==> src/hw/rtl/pli_pkg.sv <==
package pli_pkg;

    // Field widths of the table and of the configuration port.
    localparam int COORD_W    = 16;
    localparam int COUNT_W    = 6;
    localparam int INDEX_W    = 5;
    localparam int CFG_IDX_W  = 3;
    localparam int CFG_DATA_W = 16;

    // The product of two 17-bit differences has a magnitude below 2**32, and the
    // magnitude of an x difference fits 16 bits.
    localparam int PROD_W = 32;
    localparam int DX_W   = 16;

    localparam logic [1:0] ST_OK     = 2'd0;
    localparam logic [1:0] ST_BOUNDS = 2'd1;
    localparam logic [1:0] ST_INDEX  = 2'd2;
    localparam logic [1:0] ST_FLAT   = 2'd3;

    localparam logic CMD_WRITE = 1'b0;
    localparam logic CMD_QUERY = 1'b1;

    typedef enum logic [CFG_IDX_W-1:0] {
        CFG_POINT_COUNT  = 3'd0,
        CFG_X_LOW_BOUND  = 3'd1,
        CFG_X_HIGH_BOUND = 3'd2,
        CFG_Y_LOW_BOUND  = 3'd3,
        CFG_Y_HIGH_BOUND = 3'd4
    } t_cfg_idx;

    typedef struct packed {
        logic                       cmd;
        logic [INDEX_W-1:0]         point_index;
        logic signed [COORD_W-1:0]  x_value;
        logic signed [COORD_W-1:0]  y_value;
        logic signed [COORD_W-1:0]  query_key;
    } t_in;

    typedef struct packed {
        logic signed [COORD_W-1:0]  value;
        logic [1:0]                 status;
    } t_out;

    typedef struct packed {
        logic signed [COORD_W-1:0]  x;
        logic signed [COORD_W-1:0]  y;
    } t_point;

endpackage

==> src/hw/rtl/pli_div.sv <==
// Unsigned restoring divider, two quotient bits per clock.
module pli_div import pli_pkg::*; (
    input  logic              i_clk,
    input  logic              i_rst_n,
    input  logic              i_start,
    input  logic [PROD_W-1:0] i_dividend,
    input  logic [DX_W-1:0]   i_divisor,
    output logic              o_done,
    output logic [PROD_W-1:0] o_quotient
);

    localparam int STEPS  = PROD_W / 2;
    localparam int STEP_W = $clog2(STEPS);

    logic              r_run, n_run;
    logic              r_done, n_done;
    logic [STEP_W-1:0] r_cnt, n_cnt;
    logic [PROD_W-1:0] r_quo, n_quo;
    logic [DX_W-1:0]   r_rem, n_rem;
    logic [DX_W-1:0]   r_div, n_div;

    logic [DX_W:0]     t1, t2, rem1, rem2;
    logic              ge1, ge2;
    logic [PROD_W-1:0] quo1, quo2;

    always_comb begin
        // First bit: shift in the next dividend bit and try the subtraction.
        t1   = {r_rem, r_quo[PROD_W-1]};
        ge1  = (t1 >= {1'b0, r_div});
        rem1 = ge1 ? (t1 - {1'b0, r_div}) : t1;
        quo1 = {r_quo[PROD_W-2:0], ge1};
        // Second bit, from the partial remainder of the first.
        t2   = {rem1[DX_W-1:0], quo1[PROD_W-1]};
        ge2  = (t2 >= {1'b0, r_div});
        rem2 = ge2 ? (t2 - {1'b0, r_div}) : t2;
        quo2 = {quo1[PROD_W-2:0], ge2};
    end

    always_comb begin
        n_run  = r_run;
        n_done = 1'b0;
        n_cnt  = r_cnt;
        n_quo  = r_quo;
        n_rem  = r_rem;
        n_div  = r_div;
        if (i_start) begin
            n_run = 1'b1;
            n_cnt = STEP_W'(STEPS - 1);
            n_quo = i_dividend;
            n_rem = '0;
            n_div = i_divisor;
        end else if (r_run) begin
            n_quo = quo2;
            n_rem = rem2[DX_W-1:0];
            if (r_cnt == '0) begin
                n_run  = 1'b0;
                n_done = 1'b1;
            end else begin
                n_cnt = r_cnt - STEP_W'(1);
            end
        end
    end

    always_ff @(posedge i_clk) begin
        if (!i_rst_n) begin
            r_run  <= 1'b0;
            r_done <= 1'b0;
        end else begin
            r_run  <= n_run;
            r_done <= n_done;
        end
        r_cnt <= n_cnt;
        r_quo <= n_quo;
        r_rem <= n_rem;
        r_div <= n_div;
    end

    assign o_done     = r_done;
    assign o_quotient = r_quo;

endmodule

==> src/hw/rtl/piecewise_linear_table_interpolator.sv <==
// Piecewise-linear lookup table. An item is taken when start is high and busy
// is low, and every item gives exactly one result beat on o_res, flagged by
// o_res_strobe for a single cycle; the receiver cannot stall, so it must take
// each beat in that cycle. A write item (cmd 0) stores one breakpoint when its
// index and values are in range and answers with value zero and a status. A
// query item (cmd 1) walks the table one breakpoint per cycle through the
// registered read port of the point memory until it finds the first x above
// the key or reaches the last active point, passes through a fetch state for
// the right point when the key lies left of the table, then multiplies,
// launches the divide, waits for the two-bit-per-cycle divider and takes its
// quotient. A zero-width segment skips the divide. busy stays high until the
// cycle of the result beat, so the next item can be taken at the edge that
// ends that beat. There is no clearing pass after reset: slots read as garbage
// until written, so the table must be loaded before it is queried.
// Configuration writes are always ready and must only be issued while the
// block is idle.
module piecewise_linear_table_interpolator import pli_pkg::*; #(
    parameter int MAX_POINTS = 32
) (
    input  logic                  i_clk,
    input  logic                  i_rst_n,
    input  logic                  start,
    input  t_in                   i_item,
    output logic                  busy,
    input  logic                  i_cfg_valid,
    output logic                  o_cfg_ready,
    input  logic [CFG_IDX_W-1:0]  i_cfg_index,
    input  logic [CFG_DATA_W-1:0] i_cfg_data,
    output logic                  o_res_strobe,
    output t_out                  o_res
);

    // Slot address width, and a width that holds both the count register and
    // MAX_POINTS itself so the two can be compared.
    localparam int AW = $clog2(MAX_POINTS);
    localparam int CW = $clog2(MAX_POINTS + 1);
    localparam int EW = (CW > COUNT_W) ? CW : COUNT_W;

    typedef enum logic [6:0] {
        S_IDLE   = 7'b0000001,
        S_WRITE  = 7'b0000010,
        S_SRCH   = 7'b0000100,
        S_FETCH  = 7'b0001000,
        S_MUL    = 7'b0010000,
        S_DSTART = 7'b0100000,
        S_DIV    = 7'b1000000
    } t_state;

    t_state                    r_state, n_state;
    t_in                       r_item, n_item;
    logic [AW-1:0]             r_i, n_i;
    t_point                    r_prev, n_prev;
    logic signed [COORD_W-1:0] r_x0, n_x0, r_y0, n_y0, r_x1, n_x1, r_y1, n_y1;
    logic signed [33:0]        r_prod, n_prod;
    logic signed [16:0]        r_dx, n_dx;
    logic                      r_strobe, n_strobe;
    t_out                      r_res, n_res;

    logic [COUNT_W-1:0]        r_point_count;
    logic signed [COORD_W-1:0] r_x_lo, r_x_hi, r_y_lo, r_y_hi;

    t_point                    r_mem [MAX_POINTS];
    t_point                    r_rd;
    logic [AW-1:0]             rd_addr;
    logic                      mem_we;

    logic [EW-1:0]             pc_ext, n_act;
    logic                      gt, last;
    logic signed [16:0]        dx, dk, dy;
    logic signed [33:0]        prod_abs;
    logic [DX_W-1:0]           dx_mag;
    logic                      div_start, div_done;
    logic [PROD_W-1:0]         div_quo;
    logic [33:0]               q_ext;
    logic signed [33:0]        q_s, sum;

    // Active count: values below two act as two, values above the table size
    // act as the table size.
    always_comb begin
        pc_ext = EW'(r_point_count);
        if (pc_ext < EW'(2)) begin
            n_act = EW'(2);
        end else if (pc_ext > EW'(MAX_POINTS)) begin
            n_act = EW'(MAX_POINTS);
        end else begin
            n_act = pc_ext;
        end
    end

    // Search compare on the entry that the memory returns this cycle.
    assign gt   = (r_rd.x > r_item.query_key);
    assign last = (EW'(r_i) == (n_act - EW'(1)));

    // Segment differences, all as 17-bit signed values.
    assign dx = {r_x1[COORD_W-1], r_x1} - {r_x0[COORD_W-1], r_x0};
    assign dy = {r_y1[COORD_W-1], r_y1} - {r_y0[COORD_W-1], r_y0};
    assign dk = {r_item.query_key[COORD_W-1], r_item.query_key}
              - {r_x0[COORD_W-1], r_x0};

    // The divider works on magnitudes; an x difference never exceeds 16 bits.
    assign prod_abs  = r_prod[33] ? -r_prod : r_prod;
    assign dx_mag    = DX_W'(r_dx[16] ? -r_dx : r_dx);
    assign div_start = (r_state == S_DSTART);

    // Signed quotient rebuilt from the magnitude, added to the left y.
    assign q_ext = {2'b00, div_quo};
    assign q_s   = (r_prod[33] ^ r_dx[16]) ? -signed'(q_ext) : signed'(q_ext);
    assign sum   = q_s + {{18{r_y0[COORD_W-1]}}, r_y0};

    // While searching, the read port runs one entry ahead of the compare. In
    // every other state it points at entry zero, so a new query finds that
    // entry ready in its first search cycle.
    always_comb begin
        if (r_state == S_SRCH) begin
            rd_addr = r_i + AW'(1);
        end else begin
            rd_addr = '0;
        end
    end

    always_comb begin
        n_state  = r_state;
        n_item   = r_item;
        n_i      = r_i;
        n_prev   = r_prev;
        n_x0     = r_x0;
        n_y0     = r_y0;
        n_x1     = r_x1;
        n_y1     = r_y1;
        n_prod   = r_prod;
        n_dx     = r_dx;
        n_strobe = 1'b0;
        n_res    = r_res;
        mem_we   = 1'b0;
        case (r_state)
            S_IDLE: begin
                if (start) begin
                    n_item = i_item;
                    n_i    = '0;
                    if (i_item.cmd == CMD_WRITE) begin
                        n_state = S_WRITE;
                    end else begin
                        n_state = S_SRCH;
                    end
                end
            end
            S_WRITE: begin
                n_res.value = '0;
                if (EW'(r_item.point_index) >= n_act) begin
                    n_res.status = ST_INDEX;
                end else if (r_item.x_value < r_x_lo || r_item.x_value > r_x_hi ||
                             r_item.y_value < r_y_lo || r_item.y_value > r_y_hi) begin
                    n_res.status = ST_BOUNDS;
                end else begin
                    n_res.status = ST_OK;
                    mem_we       = 1'b1;
                end
                n_strobe = 1'b1;
                n_state  = S_IDLE;
            end
            S_SRCH: begin
                n_prev = r_rd;
                if (gt && r_i == '0) begin
                    // Key left of the table: the right point is entry one,
                    // which the read port fetches next cycle.
                    n_x0    = r_rd.x;
                    n_y0    = r_rd.y;
                    n_state = S_FETCH;
                end else if (gt || last) begin
                    // Inner segment, or key right of the table: the segment is
                    // the previous entry and this one.
                    n_x0    = r_prev.x;
                    n_y0    = r_prev.y;
                    n_x1    = r_rd.x;
                    n_y1    = r_rd.y;
                    n_state = S_MUL;
                end else begin
                    n_i = r_i + AW'(1);
                end
            end
            S_FETCH: begin
                n_x1    = r_rd.x;
                n_y1    = r_rd.y;
                n_state = S_MUL;
            end
            S_MUL: begin
                if (dx == '0) begin
                    n_res.value  = r_y0;
                    n_res.status = ST_FLAT;
                    n_strobe     = 1'b1;
                    n_state      = S_IDLE;
                end else begin
                    n_prod  = dk * dy;
                    n_dx    = dx;
                    n_state = S_DSTART;
                end
            end
            S_DSTART: begin
                n_state = S_DIV;
            end
            S_DIV: begin
                if (div_done) begin
                    if (sum > 34'sd32767) begin
                        n_res.value = 16'sh7FFF;
                    end else if (sum < -34'sd32768) begin
                        n_res.value = 16'sh8000;
                    end else begin
                        n_res.value = sum[COORD_W-1:0];
                    end
                    n_res.status = ST_OK;
                    n_strobe     = 1'b1;
                    n_state      = S_IDLE;
                end
            end
            default: begin
                n_state = S_IDLE;
            end
        endcase
    end

    pli_div u_div (
        .i_clk      (i_clk),
        .i_rst_n    (i_rst_n),
        .i_start    (div_start),
        .i_dividend (prod_abs[PROD_W-1:0]),
        .i_divisor  (dx_mag),
        .o_done     (div_done),
        .o_quotient (div_quo)
    );

    // Breakpoint memory: one write port, one registered read port.
    always_ff @(posedge i_clk) begin
        if (mem_we) begin
            r_mem[AW'(r_item.point_index)] <= '{x: r_item.x_value, y: r_item.y_value};
        end
        r_rd <= r_mem[rd_addr];
    end

    always_ff @(posedge i_clk) begin
        if (!i_rst_n) begin
            r_state       <= S_IDLE;
            r_strobe      <= 1'b0;
            r_point_count <= COUNT_W'(2);
            r_x_lo        <= 16'sh8000;
            r_x_hi        <= 16'sh7FFF;
            r_y_lo        <= 16'sh8000;
            r_y_hi        <= 16'sh7FFF;
        end else begin
            r_state  <= n_state;
            r_strobe <= n_strobe;
            if (i_cfg_valid && o_cfg_ready) begin
                case (i_cfg_index)
                    CFG_POINT_COUNT:  r_point_count <= i_cfg_data[COUNT_W-1:0];
                    CFG_X_LOW_BOUND:  r_x_lo        <= i_cfg_data;
                    CFG_X_HIGH_BOUND: r_x_hi        <= i_cfg_data;
                    CFG_Y_LOW_BOUND:  r_y_lo        <= i_cfg_data;
                    CFG_Y_HIGH_BOUND: r_y_hi        <= i_cfg_data;
                    default: begin
                    end
                endcase
            end
        end
        r_item <= n_item;
        r_i    <= n_i;
        r_prev <= n_prev;
        r_x0   <= n_x0;
        r_y0   <= n_y0;
        r_x1   <= n_x1;
        r_y1   <= n_y1;
        r_prod <= n_prod;
        r_dx   <= n_dx;
        r_res  <= n_res;
    end

    assign busy         = (r_state != S_IDLE);
    assign o_cfg_ready  = 1'b1;
    assign o_res_strobe = r_strobe;
    assign o_res        = r_res;

`ifndef NO_ASSERTIONS
    // Every item passes through a busy state before its result beat, so result beats never touch.
    a_strobe_single: assert property (@(posedge i_clk) disable iff (!i_rst_n)
        o_res_strobe |=> !o_res_strobe)
        else $error("result strobe held for two cycles");

    // A result beat only appears once the sequencer has returned to idle.
    a_strobe_idle: assert property (@(posedge i_clk) disable iff (!i_rst_n)
        o_res_strobe |-> !busy)
        else $error("result beat while still busy");

    // A refused write always reports a zero value.
    a_refused_zero: assert property (@(posedge i_clk) disable iff (!i_rst_n)
        (o_res_strobe && (o_res.status == ST_BOUNDS || o_res.status == ST_INDEX))
        |-> (o_res.value == '0))
        else $error("refused write with nonzero value");

    // The divider finishes only while the sequencer waits for it.
    a_div_owner: assert property (@(posedge i_clk) disable iff (!i_rst_n)
        div_done |-> (r_state == S_DIV))
        else $error("divider finished outside the divide wait");
`endif

endmodule
==> config.mk <==
export PLATFORM = sky130hd
export DESIGN_NAME = piecewise_linear_table_interpolator
export DESIGN_NICKNAME = d
export VERILOG_FILES = /design/src/hw/rtl/pli_pkg.sv /design/src/hw/rtl/pli_div.sv /design/src/hw/rtl/piecewise_linear_table_interpolator.sv
export SDC_FILE = /design/constraint.sdc
export NUM_CORES = 2
export LEC_CHECK = 0
export BUFFER_PORTS_ARGS = -buffer_cell sky130_fd_sc_hd__buf_2
export CORE_ASPECT_RATIO = 1.75
export CORE_UTILIZATION = 45
export CTS_CLUSTER_DIAMETER = 60
export DETAILED_ROUTE_END_ITERATION = 12
export PLACE_DENSITY = 0.66
export SLEW_MARGIN = 20
export SYNTH_ARGS = -nofsm -noshare
export SYNTH_HDL_FRONTEND = slang
export SYNTH_SLANG_ARGS = --single-unit
export TNS_END_PERCENT = 1
==> constraint.sdc <==
create_clock -name i_clk -period 12.55 [get_ports i_clk]
set_input_delay 0 -clock i_clk [delete_from_list [all_inputs] [get_ports i_clk]]
set_output_delay 0 -clock i_clk [all_outputs]
set_load 0.005 [all_outputs]
==> results.ini <==
[run_status]
outcome = finished clean

[logic_synthesis]
synth_edf_count = 1294
synth-async-reset-ratio_pct = 0
syn_inst = 6161
synth_nets = 6828
synth_seq_area_share_pct = 56.7
syn_area_mm2 = 0.0732
synth_cell_types = 84
ys_dominant_reg_cell = edfxtp_1
syn_avg_cell_area_um2 = 11.9
synth_seq_cells = 1426
yosysWarnings = 0

[clocking]
clock_path_buffers = 3
cts.sinks = 1426
cts_tree = built
root_buffer = clkbuf_16
clkTransAtPathRegs_ps = 60
cts_htree_levels = 4
cts_buffers = 133
cts-resized-gates = 0
insertion_delay_ps = 800

[timing]
fin_skew_ps = 39.0
hold_viol = 0
period_share_pct = 79.2
slew_viol_final = 0
timing.final.crit_period_ps = 9940
slew_headroom_pct = 15.5
setup_tns_ps = 0
rsz0062_at_grt = no
worstMarginPinSlew_ps = 1270
setup_violations = 0
max_freq_mhz = 101

[floorplanning]
coreArea_mm2 = 0.162
dieArea_mm2 = 0.164
ios = 98
start_util_pct = 45.3
rows = 195
die_y_um = 536
die_w_um = 307

[worst_setup_path]
critPathLaunch = r_item[0]
startpoint_type = register
arrival_ps = 10460
reg2reg_from = r_item[0]
cp-end-kind = register
cp_num_buf_inv = 7
cp_top_family = adder cells
path_class = reg2reg
crit_slowest_cell = fa_1
cp_data_required_time_ps = 13070
slowest_delay_ps = 540
crit_fanout = 13
reg2reg_slack_ps = 2610

[pwr]
power.internal_uw = 12200
total_leakage_power_uw = 0.0307
power.switching_uw = 8170
ir_drop_mv = 0.904
swShare_pct = 40.1
p_seq_share_pct = 28.4
power_density_mw_per_mm2 = 248
clock_power_share_pct = 20.1
p_comb_share_pct = 51.5

[routing]
vias = 50900
drtIter0Drc = 4786
wl_um = 213000
drt.antenna.violating_nets = 0
drc = 0
dr.pass1.iters = 6
drt-wirelength-per-cell_um = 24.7
vias_per_cell = 5.90

[global_routing]
grt_max_degree = 197
grt_antenna_before_repair = 2
grt_use_total_pct = 25.7
grt_pass1_wl_um = 314000
grt_pass1_vias = 50800
overflow = 0

[final_layout]
syn_to_final_growth_pct = 12.5
drive_above_1_share_pct = 8.72
nets = 7020
fin_cells = 8627

[flow_run]
drv_cap = 0

[min_path]
min-delay-start = i_item[2]
min_path_type = in2reg

[placed_design]
post-place-cells = 8247
numPortBuffers = 96
gp_congestion = 0.946
detailed_place_hpwl_um = 138000

-- registers in the layout, indices dropped and copies added, names as in the netlist, 4 cells and up --
name              count
r_x_hi               16
r_y0                 16
r_y1                 16
r_x1                 16
r_x0                 16
u_div.r_cnt           4
r_prev               32
r_rd                 32
r_y_lo               16
u_div.r_rem          16
r_i                   5
r_y_hi               16
r_item               53
pc_ext                6
o_res                18
u_div.r_div          16
r_dx                 17
r_x_lo               16
r_mem              1024
r_state               7
u_div.o_quotient     32
r_prod               33
-- power groups by stage --
stage,Sequential (uW),Combinational [uW],Clock [uW]
finish,5790,10500,4100
global route,5790,11600,4320
CTS,5790,10500,4160
detailed placement,5890,10400,0
global placement,5890,10300,0
floorplan,5920,7000,0
-- metal layers --
metal  track usage (%)  share of wire [%]  wire (um)
met1              28.0                 35      74000
met2              46.9                 53     112000
met3              2.90                5.4      11600
met4              17.0                7.2      15200
met5                 0             0.0042          9
-- through the flow --
step | hold WS [ps] | worst slack, ps | total power [uW] | utilization (%) | instance area [um2]
floorplan | 79.3 | 3370 | 12900 | - | 73200
global placement | 179 | 2800 | 16100 | 47.4 | 76600
detailed placement | 178 | 2680 | 16300 | 47.4 | 76600
CTS | 0.443 | 2570 | 20500 | 51.0 | 82400
global route | 43.3 | 1880 | 21700 | 51.0 | 82400
finish | 67.7 | 2610 | 20400 | 51.0 | 82400
-- cell type report --
| type | instances | area, um2 |
|---|---|---|
| Antenna cell | 2 | 5.00 |
| Clock buffer | 163 | 3490 |
| Clock inverter | 77 | 903 |
| Fill cell | 14000 | 79100 |
| Inverter | 502 | 1910 |
| Multi-Input combinational cell | 3919 | 28900 |
| Sequential cell | 1426 | 41500 |
| Tap cell | 2167 | 2710 |
| Timing Repair Buffer | 371 | 2960 |
-- cells in the mapped netlist, types with 13 or more instances --
cell type / count / area share [%]
o21bai_1: 15 / 0.15
buf_1: 18 / 0.092
or4_1: 13 / 0.13
nand3_1: 438 / 3.0
fa_1: 302 / 8.3
o211ai_1: 47 / 0.48
nor2b_1: 57 / 0.49
dfxtp_1: 132 / 3.6
o31ai_1: 60 / 0.62
mux2_2: 36 / 0.55
a211oi_1: 14 / 0.14
o221ai_1: 256 / 3.1
edfxtp_1: 1294 / 53
clkbuf_1: 291 / 1.5
nor4_1: 43 / 0.37
o21a_1: 24 / 0.25
and2_1: 28 / 0.24
xor2_1: 84 / 1.0
nor3_1: 56 / 0.38
or2_2: 16 / 0.14
xnor2_1: 129 / 1.5
ha_1: 288 / 4.9
a221o_2: 13 / 0.20
and3_1: 47 / 0.40
a31oi_1: 45 / 0.38
nand2b_1: 39 / 0.33
inv_1: 496 / 2.5
o21ai_0: 130 / 0.89
mux2i_1: 14 / 0.19
or3_1: 16 / 0.14
nor2_1: 235 / 1.2
a21oi_1: 256 / 1.7
a21o_1: 54 / 0.55
nand2_1: 955 / 4.9
nand4_1: 31 / 0.26
a311oi_1: 65 / 0.78
-- placed cells by master (no fill, tap or decap), types with 47 or more instances in the layout --
cell type / instances
edfxtp_1: 1294
nand2_1: 952
inv_1: 494
nand3_1: 438
fa_1: 302
ha_1: 288
o221ai_1: 256
a21oi_1: 255
nor2_1: 232
dlygate4sd3_1: 137
clkbuf_16: 134
dfxtp_1: 132
buf_4: 132
o21ai_0: 130
xnor2_1: 125
buf_2: 96
xor2_1: 84
a311oi_1: 65
o31ai_1: 59
nor2b_1: 57
nor3_1: 56
a21o_1: 54
o211ai_1: 47
-- final timing paths --
| check | endpoint | cells after the start |
|---|---|---|
| worst max-delay path | r_prod[33] | 35 |
| worst min-delay path | r_item[2] | 2 |
| worst max register to register | r_prod[33] | 35 |
| worst min register to register | r_y_lo[0] | 2 |
-- cell families (layout without fill, tap and decap cells) --
| family | after synthesis | count (layout) | share of synthesized area [%] |
|---|---|---|---|
| AOI/OAI and AO/OA | 1051 | 1051 | 10.1 |
| xor gates and xnor gates | 214 | 214 | 2.57 |
| adders and majority gates | 590 | 590 | 13.2 |
| buffers and inverters | 816 | 1113 | 4.23 |
| DFF | 1426 | 1426 | 56.7 |
| muxes | 50 | 50 | 0.745 |
| other | 1 | 3 | 0.00512 |
| and+or+nand+nor | 2013 | 2013 | 12.5 |
-- what timing repair did --
action | 4_1_cts | 5_1_grt
endpoints found under the setup margin | 0 | 0
endpoints found under the hold margin | 133 | 0
hold buffers | 137 | 0
setup buffers | 0 | 0
(Power assumes the default switching activity.)
